$ cat src/hdl/cdf_fifo.sv
module cdf_fifo #(
  parameter int DW = 33
) (
  input  logic          clk_i,
  input  logic          rst_ni,
  input  logic          wr_valid_i,
  output logic          wr_ready_o,
  input  logic [DW-1:0] wr_data_i,
  output logic          rd_valid_o,
  input  logic          rd_ready_i,
  output logic [DW-1:0] rd_data_o
);
  logic [DW-1:0] entry_q [2];
  logic          wptr_q, rptr_q;
  logic [1:0]    cnt_q, cnt_d;
  logic          wr, rd;

  assign wr_ready_o = (cnt_q != 2'd2);
  assign rd_valid_o = (cnt_q != 2'd0);
  assign wr         = wr_valid_i && wr_ready_o;
  assign rd         = rd_valid_o && rd_ready_i;
  assign rd_data_o  = entry_q[rptr_q];

  always_comb begin
    cnt_d = cnt_q;
    if (wr && !rd) cnt_d = cnt_q + 2'd1;
    else if (rd && !wr) cnt_d = cnt_q - 2'd1;
  end

  always_ff @(posedge clk_i or negedge rst_ni) begin
    if (!rst_ni) begin
      wptr_q <= 1'b0;
      rptr_q <= 1'b0;
      cnt_q  <= 2'd0;
    end else begin
      cnt_q <= cnt_d;
      if (wr) wptr_q <= !wptr_q;
      if (rd) rptr_q <= !rptr_q;
    end
  end

  always_ff @(posedge clk_i) begin
    if (wr) entry_q[wptr_q] <= wr_data_i;
  end

endmodule

$ cat config.mk
export PLATFORM = sky130hd
export DESIGN_NAME = cdf_fifo
export DESIGN_NICKNAME = d
export VERILOG_FILES = /design/src/hdl/cdf_fifo.sv
export SDC_FILE = /design/constraint.sdc
export NUM_CORES = 1
export LEC_CHECK = 0
export BUFFER_PORTS_ARGS = -buffer_cell sky130_fd_sc_hd__buf_2
export CAP_MARGIN = 15
export CORE_ASPECT_RATIO = 1.4
export CORE_MARGIN = 2
export CORE_UTILIZATION = 45
export CTS_CLUSTER_SIZE = 12
export DETAILED_ROUTE_END_ITERATION = 10
export HOLD_SLACK_MARGIN = 0.02
export PLACE_DENSITY = 0.76
export SETUP_SLACK_MARGIN = 0.4
export SLEW_MARGIN = 15
export SYNTH_ARGS = -nofsm -noshare
export SYNTH_HDL_FRONTEND = slang
export SYNTH_SLANG_ARGS = --single-unit
$ cat constraint.sdc
create_clock -name clk_i -period 7.71 [get_ports clk_i]
set_clock_uncertainty 0.05 [all_clocks]
set_input_delay 0.771 -clock clk_i [delete_from_list [all_inputs] [get_ports clk_i]]
set_output_delay 0.771 -clock clk_i [all_outputs]
set_load 0.02 [all_outputs]
==> flow_metrics.env <==
export IMPL_status="finished, final reports clean"
export IMPL_grt_pass1_vias=1306
export IMPL_fin_ws_ns=4.93
export IMPL_grt_usage_pct=12.7
export IMPL_leakagePower_nw=1.32
export IMPL_crit_fanout=34
export IMPL_end_kind="output pin"
export IMPL_cp_data_required_time_ns=6.89
export IMPL_fin_setup_tns_ns=0
export IMPL_dpl_worst_slack_ns=5.25
export IMPL_hold_viol=0
export IMPL_hold_class="in -> async"
export IMPL_avgSynthCellArea_um2=22.5
export IMPL_drc=0
export IMPL_placed_cells=258
export IMPL_fmax_ghz=0.359
export IMPL_fin_crit_sh_pct=36.1
export IMPL_fin_crit_ns=2.78
export IMPL_maxCapViolCount=0
export IMPL_drt_iter0_drc=45
export IMPL_synth_top_area_cell="edfxtp_1"
export IMPL_stdcell_count=273
export IMPL_start_kind="register"
export IMPL_clk_pin_slew_ns=0.06
export IMPL_globalplace_congestion=0.619
export IMPL_cp_num_buf_inv=1
export IMPL_core_um2=5860
export IMPL_yosysSeqAreaShare_pct=76.3
export IMPL_diodes=0
export IMPL_crit_type="reg -> out"
export IMPL_netlist_area_leader_share_pct=72.7
export IMPL_cpPeakStageDelay_ns=1.05
export IMPL_synth_cells=121
export IMPL_setup_viol=0
export IMPL_die_area_um2=6710
export IMPL_port_buffers=71
export IMPL_grt_setup_unrepaired="no"
export IMPL_start_util_pct=46.5
export IMPL_fp_dieH_um=96.1
export IMPL_final_nets=237
export IMPL_ctsHoldBuffers=0
export IMPL_overflow=0
export IMPL_dieWidth_um=69.8
export IMPL_finalPower_mw=1.25
export IMPL_numCtsBuffers=9
export IMPL_synthToLayoutAreaGrowth_pct=19.4
export IMPL_cts_sinks=70
export IMPL_yosysWarningCount=0
export IMPL_antenna_found_initial=0
export IMPL_hpwl_um=2690
export IMPL_synth_cell_types=15
export IMPL_drt_wl_total_um=4100
export IMPL_worstPathArrival_ns=1.96
export IMPL_htree_num_levels=3
export IMPL_drv_slew=0
export IMPL_io_pins=72
export IMPL_root_buffer="clkbuf_8"
export IMPL_grt_pass1_wl_um=6110
export IMPL_detail_route_antenna_nets=0
export IMPL_wl_per_cell_um=15.0
export IMPL_peakVddDrop_uv=387
export IMPL_rows=33
export IMPL_cpMaxStageDelayCell="dfrtp_2"
export IMPL_via_per_inst=4.81
export IMPL_yosys_top_cells_area="edfxtp_1 (73%), mux2_4 (16%), dfrtp_1 (3.7%)"
export IMPL_p_per_area_nw_per_um2=385
export IMPL_grt_max_degree=35
export IMPL_synth_seq_cells=70
export IMPL_n_fill_cell=475
export IMPL_cts_tree="built"
export IMPL_syn_cell_area_um2=2730
export IMPL_worstMarginPinSlew_ns=1.04
export IMPL_cpLargestDelayFamily="flip-flops"
export IMPL_slew_headroom_pct=30.9
export IMPL_cts_setup_buffers=0
export IMPL_layout_drive_gt1_share_pct=57.6
export IMPL_cts_resized=0
export IMPL_clock_path_buffers=2
export IMPL_syn_num_nets=159
export IMPL_firstDrtPassIters=4
export IMPL_crit_chain="mux2_2, buf_2"
export IMPL_vias=1313
export IMPL_clk_latency_ns=0.33
-- per-stage QoR --
| step | area (um^2) | hold slack (ns) | utilization (%) |
|---|---|---|---|
| after floorplan | 2730 | 0.406 | - |
| after global placement | 3110 | 0.432 | 53.0 |
| after detailed placement | 3110 | 0.439 | 53.0 |
| after CTS | 3260 | 0.168 | 55.5 |
| after global routing | 3260 | 0.169 | 55.5 |
| final | 3260 | 0.186 | 55.5 |
-- kinds of logic after synthesis --
group                    Yosys count  share of synthesized area (%)
buffers and inverters              5                           2.75
flip-flops                        70                           76.3
adder cells (fa/ha/maj)            1                          0.459
XOR/XNOR                           5                           1.61
multiplexers                      33                           17.6
AND/OR/NAND/NOR                    7                           1.24
-- report_power, final --
part | switching (mW) | total [mW] | internal (mW)
Sequential | 0.0732 | 0.596 | 0.523
Combinational | 0.217 | 0.428 | 0.210
Clock | 0.117 | 0.229 | 0.113
-- cells in the final DEF (no fill, tap or decap) --
master and instances:
buf_2 71, or2_1 1, ha_1 1, clkbuf_1 3, clkinv_1 2, xor2_1 2, mux2_2 4, nand2_1 2
dfrtp_2 1, nor2_4 1, nand2b_1 1, and3_2 1, dfrtp_1 3, nor2_1 1, clkinv_2 1, inv_1 1
xnor2_1 3, mux2_4 29, edfxtp_1 66, clkbuf_8 9
-- cell type report --
type	instances	area (um^2)	share of cell area (%)
Multi-Input combinational cell	46	579	17.8
Timing Repair Buffer	71	355	10.9
Tap cell	70	87.6	2.69
Inverter	1	3.75	0.115
Clock buffer	12	135	4.15
Clock inverter	3	12.5	0.384
Sequential cell	70	2080	64.0
-- worst paths after layout --
check | slack, ns | start | cells past startpoint | end
worst max-delay path | 4.93 | rptr_q | 2 | rd_data_o[24]
worst min-delay path | 0.19 | rst_ni | 1 | wptr_q
worst max register to register | 5.80 | cnt_q[0] | 3 | entry_q[0][28]
worst min register to register | 0.44 | cnt_q[1] | 1 | cnt_q[1]
max in group asynchronous | 7.29 | rst_ni | 1 | rptr_q
min in group clk_i | 0.44 | cnt_q[1] | 1 | cnt_q[1]
-- state kept, by name (all words and copies together) (netlist names) --
name     flops
rptr_q       1
cnt_q        2
wptr_q       1
entry_q     66
-- per-layer routing --
metal  vias to the layer above  part of all wire (%)  global-route usage (%)  wire length (um)
met1                       637                    39                    13.5              1580
met2                        44                    53                    20.8              2150
li1                        621                     -                       -                 -
met4                         0                   2.4                    8.17                99
met5                         -                     0                       0                 0
met3                        11                   6.5                    5.34               266
-- cell usage after synthesis, drive strengths merged --
cell,instances
dfrtp,4
nand2b,1
and3,1
mux2,33
inv,1
ha,1
edfxtp,66
or2,1
xnor2,3
xor2,2
nand2,2
nor2,2
buf,4
No activity file was read; power rests on OpenSTA's default activity.
