`src/hdl/cdf_pkg.sv`:
```
package cdf_pkg;

  typedef enum logic {
    OP_PUSH = 1'b0,
    OP_POP  = 1'b1
  } op_e;

  typedef enum logic [2:0] {
    S_IDLE,
    S_POP_WAIT,
    S_RD_L,
    S_RD_R,
    S_RD_C,
    S_LOAD,
    S_MUL,
    S_WR
  } back_state_e;

  localparam logic [1:0] ST_OK      = 2'd0;
  localparam logic [1:0] ST_REFUSED = 2'd1;
  localparam logic [1:0] ST_EMPTY   = 2'd2;

  localparam int CFG_DATA_W = 11;
  localparam int CFG_IDX_W  = 2;
  localparam logic [CFG_IDX_W-1:0] REG_VECTOR_LENGTH = 2'd0;
  localparam logic [CFG_IDX_W-1:0] REG_DIRECTION     = 2'd1;
  localparam logic [CFG_DATA_W-1:0] VL_RESET = 11'd256;

  localparam int TABLE_BITS = 24;
  localparam logic [2:0] NUM_PASSES = 3'd5;

  // Constant selectors: predict 1, update 1, predict 2, update 2, K, 1/K.
  localparam logic [2:0] K_P1    = 3'd0;
  localparam logic [2:0] K_U1    = 3'd1;
  localparam logic [2:0] K_P2    = 3'd2;
  localparam logic [2:0] K_U2    = 3'd3;
  localparam logic [2:0] K_SCALE = 3'd4;
  localparam logic [2:0] K_INV   = 3'd5;

  // Magnitudes in Q2.24.
  localparam longint unsigned Q24_P1    = 64'd26610918;
  localparam longint unsigned Q24_U1    = 64'd888859;
  localparam longint unsigned Q24_P2    = 64'd14812790;
  localparam longint unsigned Q24_U2    = 64'd7440810;
  localparam longint unsigned Q24_SCALE = 64'd19287161;
  localparam longint unsigned Q24_INV   = 64'd14593904;

  typedef struct packed {
    logic       is_scale;
    logic       parity;
    logic [2:0] k;
    logic       neg;
  } pass_t;

  // Rounds a Q2.24 magnitude half up to the given number of fraction bits.
  function automatic longint unsigned coef_round(input longint unsigned q, input int f);
    longint unsigned r;
    int s;
    s = TABLE_BITS - f;
    r = q;
    if (s > 0) r = (q + (64'd1 << (s - 1))) >> s;
    return r;
  endfunction

  function automatic pass_t pass_info(input logic dir, input logic [2:0] p);
    pass_t r;
    r = '0;
    if (!dir) begin
      unique case (p)
        3'd0:    r = '{is_scale: 1'b0, parity: 1'b1, k: K_P1, neg: 1'b1};
        3'd1:    r = '{is_scale: 1'b0, parity: 1'b0, k: K_U1, neg: 1'b1};
        3'd2:    r = '{is_scale: 1'b0, parity: 1'b1, k: K_P2, neg: 1'b0};
        3'd3:    r = '{is_scale: 1'b0, parity: 1'b0, k: K_U2, neg: 1'b0};
        default: r = '{is_scale: 1'b1, parity: 1'b0, k: K_SCALE, neg: 1'b0};
      endcase
    end else begin
      unique case (p)
        3'd0:    r = '{is_scale: 1'b1, parity: 1'b0, k: K_INV, neg: 1'b0};
        3'd1:    r = '{is_scale: 1'b0, parity: 1'b0, k: K_U2, neg: 1'b1};
        3'd2:    r = '{is_scale: 1'b0, parity: 1'b1, k: K_P2, neg: 1'b1};
        3'd3:    r = '{is_scale: 1'b0, parity: 1'b0, k: K_U1, neg: 1'b0};
        default: r = '{is_scale: 1'b0, parity: 1'b1, k: K_P1, neg: 1'b0};
      endcase
    end
    return r;
  endfunction

endpackage

```
`src/hdl/cdf_ifs.sv`:
```
interface cdf_in_if #(
  parameter int SW = 32
);
  logic          valid;
  logic          ready;
  logic          mode;
  logic [SW-1:0] sample;

  modport source(output valid, output mode, output sample, input ready);
  modport sink(input valid, input mode, input sample, output ready);
endinterface


```
`src/hdl/cdf_front.sv`:
```
module cdf_front #(
  parameter int SW = 32
) (
  input  logic        clk_i,
  input  logic        rst_ni,
  cdf_in_if.sink      in_ch_i,
  output logic        q_valid_o,
  input  logic        q_ready_i,
  output logic [SW:0] q_data_o
);
  import cdf_pkg::*;

  logic          valid_q, valid_d;
  op_e           op_q;
  logic [SW-1:0] sample_q;
  logic          accept;

  assign in_ch_i.ready = !valid_q || q_ready_i;
  assign accept        = in_ch_i.valid && in_ch_i.ready;
  assign valid_d       = accept ? 1'b1 : (valid_q && !q_ready_i);

  always_ff @(posedge clk_i or negedge rst_ni) begin
    if (!rst_ni) begin
      valid_q <= 1'b0;
    end else begin
      valid_q <= valid_d;
    end
  end

  // Classify the word: the mode bit picks a push or a pop command.
  always_ff @(posedge clk_i) begin
    if (accept) begin
      op_q     <= in_ch_i.mode ? OP_POP : OP_PUSH;
      sample_q <= in_ch_i.sample;
    end
  end

  assign q_valid_o = valid_q;
  assign q_data_o  = {op_q, sample_q};

endmodule

```
`src/flat_wrapper.sv`:
```
// flat-port wrapper written by rule: the top's interface ports become plain ports
module cdf_front_flat import cdf_pkg::*;
#(
  parameter int SW = 32
)
  (clk_i, rst_ni, q_valid_o, q_ready_i, q_data_o, in_ch_i_valid, in_ch_i_mode, in_ch_i_sample, in_ch_i_ready);
  cdf_in_if #(.SW(SW)) in_ch_i_i ();
  input  logic clk_i;
  input  logic rst_ni;
  output logic q_valid_o;
  input  logic q_ready_i;
  output logic [SW:0] q_data_o;
  input wire logic [$bits(in_ch_i_i.valid)-1:0] in_ch_i_valid;
  input wire logic [$bits(in_ch_i_i.mode)-1:0] in_ch_i_mode;
  input wire logic [$bits(in_ch_i_i.sample)-1:0] in_ch_i_sample;
  output wire logic [$bits(in_ch_i_i.ready)-1:0] in_ch_i_ready;
  assign in_ch_i_i.valid = in_ch_i_valid;
  assign in_ch_i_i.mode = in_ch_i_mode;
  assign in_ch_i_i.sample = in_ch_i_sample;
  assign in_ch_i_ready = in_ch_i_i.ready;
  cdf_front #(.SW(SW)) u_core (.clk_i(clk_i), .rst_ni(rst_ni), .in_ch_i(in_ch_i_i), .q_valid_o(q_valid_o), .q_ready_i(q_ready_i), .q_data_o(q_data_o));
endmodule
```
`config.mk`:
```
export PLATFORM = sky130hd
export DESIGN_NAME = cdf_front_flat
export DESIGN_NICKNAME = d
export VERILOG_FILES = /design/src/hdl/cdf_pkg.sv /design/src/hdl/cdf_ifs.sv /design/src/hdl/cdf_front.sv /design/src/flat_wrapper.sv
export SDC_FILE = /design/constraint.sdc
export NUM_CORES = 1
export LEC_CHECK = 0
export BUFFER_PORTS_ARGS = -buffer_cell sky130_fd_sc_hd__buf_2
export CORE_UTILIZATION = 42
export CTS_CLUSTER_DIAMETER = 30
export DETAILED_ROUTE_END_ITERATION = 12
export GPL_TIMING_DRIVEN = 0
export PLACE_DENSITY = 0.87
export SETUP_SLACK_MARGIN = 0.2
export SYNTH_ARGS = -nofsm -noshare
export SYNTH_HDL_FRONTEND = slang
export SYNTH_SLANG_ARGS = --single-unit
```
`constraint.sdc`:
```
create_clock -name clk_i -period 2.3 [get_ports clk_i]
set_input_delay 0.23 -clock clk_i [delete_from_list [all_inputs] [get_ports clk_i]]
set_output_delay 0.23 -clock clk_i [all_outputs]
set_load 0.01 [all_outputs]
```
==> metrics <==
Die Footprint=2710 sq um; final WL=1920 um; commonest non-fill, non-tap cells in the layout=71 x buf_2, 33 x edfxtp_1, 5 x clkbuf_4; Slowest Stage Delay on Critical Path=0.42 ns; FF-to-FF path depth=2; share of the synthesized area in the top cell type=94.2%; R2R Path Start=u_core.q_valid_o; DRT Pass-1 Iters=3; hold path depth=1; CTS hold repair buffers=1; FILL cells=156; Worst Hold Path EP=u_core.sample_q[15]; clock root cell=clkbuf_4; DRT iter0 DRCs=9; Worst setup SP type=register; Tmin final=1.28 ns; final setup vio count=0; Die W=52.1 um; status=finished, final reports clean; Switching Share=20.1%; fin worst setup slack=1.02 ns; via-per-instance ratio=4.53; setup tns final=0 ns; crit path max-delay cell type=dfrtp_1; most common cell after layout, fill and taps aside=buf_2; final non-filler cell total=146; CTS tree=done; Cell variety after synth=6; Remaining DRCs=0; Hold Crit Class=in2reg; layout cells sized above 1=69.5%; CP Cell Sequence=nand2b_4 -> and2_4; initial core utilization=46.2%; Max-slew headroom=72.1%; Reg clk slew, reported paths=0.10 ns; clk_lat worst skew=0.33 ns; FF-to-FF setup slack=1.02 ns; TritonCTS buffer count=5; HP Start=in_ch_i_sample[15]; synthesized instance count=38; Worst Path Arrival=1.27 ns; post_cts resized=0; combinational cell fraction of total power=8.2%; Ports=72; Seq cells post-synth=34; RSZ-0062 raised after global routing=false; Max Clk Rate=783 MHz; clock skew=0.0104 ns; pin count of the biggest net entering global routing=34; area delta synth->final=45.4%; Sw Pwr=249 uW; worst-path fanout max=33; synthesized area=1050 sq um; Crit path buffers/inverters=0; Placed Cells=137; Vias=661; n_diodes=0; VDD IR max=0.557 mV; PortBufs=71; Antenna Nets Post-Route=0; max cap viols=0; number of antenna violations at the first check in global routing=0; core area=2280 sq um; CTS Sinks=34; Fin. Hold Viols=0; pre-CTS setup slack=1.05 ns; share of power burned in registers=58.6%; Synthesized Nets=75; Worst Tran Pin Value=0.418 ns; # Post-CTS Setup Buffers=0; Pleak=0.673 nW; Crit Path Category=reg2reg; PD cells=812 nW/um^2; hold_ws=0.0610 ns; cell taking the most area after synthesis=edfxtp_1; Clk pwr share=33.2%; Tot Pwr=1.24 mW; row count=17; Layout Nets=154; WL per Instance=13.1 um; Avg Cell Area, Syn=27.7 sq um; GPL Wtd Cong=0.706; H-tree depth=2; Seq/Total Area, Yosys=96.6%; P_int=993 uW; dpl cell area=1440 sq um; CP top delay family=simple AND/OR/NAND/NOR gates; height of the die=52.1 um; final core utilization=67.2%; period utilization=55.6%; first-pass GRT wire length=2690 um; CP Capture Type=register; design area=1530 sq um; Synth Warn #=0; clock buffer depth=2; Pins Over Slew Limit=0; vias in the first global route=622; top cells by area, synth=edfxtp_1 94%, dfrtp_1 2.4%, nand2b_4 1.3%; Req. time, crit path=2.29 ns; GR Overflow Total=0; GRT Overall Usage=15.9%; Crit Reg-Reg Endpoint=u_core.sample_q[25]
[state kept, by name (all words and copies together) (netlist names)]
signal,count
u_core.sample_q,32
u_core.op_q,1
u_core.q_valid_o,1
[power by group through the flow]
stage                     sequential (mW)  combinational (mW)  clock, mW
after floorplan                     0.761              0.0178          0
after global placement              0.741              0.0973          0
after detailed placement            0.742               0.101          0
after CTS                           0.728               0.102      0.425
after global routing                0.731               0.110      0.446
final                               0.728               0.101      0.413
[cell usage after synthesis (all sizes together)]
master and number:
nand2b 2, dfrtp 1, edfxtp 33, and2 1
buf 1
[cell families after synthesis]
| family | after synthesis | share of synthesized area (%) |
|---|---|---|
| buffers and inverters | 1 | 0.714 |
| flip-flops | 34 | 96.6 |
| AND/OR/NAND/NOR | 3 | 2.74 |
[worst max path at each step]
stage	startpoint	endpoint	slack, ns	cells after the start
6_report	u_core.q_valid_o	u_core.sample_q[25]	1.02	2
2_1_floorplan	u_core.q_valid_o	u_core.op_q	1.08	2
3_5_place_dp	u_core.q_valid_o	u_core.sample_q[5]	1.05	2
5_1_grt	u_core.q_valid_o	u_core.sample_q[25]	0.97	2
4_1_cts	u_core.q_valid_o	u_core.sample_q[25]	1.03	2
3_3_place_gp	u_core.q_valid_o	u_core.sample_q[20]	1.08	2
[per-layer routing]
| layer | up-vias | global-route usage [%] | share of wire [%] |
|---|---|---|---|
| met5 | - | 0 | 0 |
| met4 | 0 | 14.9 | 3.2 |
| met3 | 7 | 8.77 | 15 |
| met2 | 55 | 24.1 | 47 |
| met1 | 292 | 14.9 | 34 |
| li1 | 307 | - | - |
[layout make-up]
class,count,area (sq um),share of cell area (%)
multi-input cells,3,28.8,1.88
clock inverters,3,40.0,2.62
clock buffers,5,37.5,2.45
flip-flops and latches,34,1020,66.4
plain buffers,1,7.51,0.491
repair buffers,72,365,23.9
well taps,28,35.0,2.29
No activity file was read; power rests on OpenSTA's default activity.
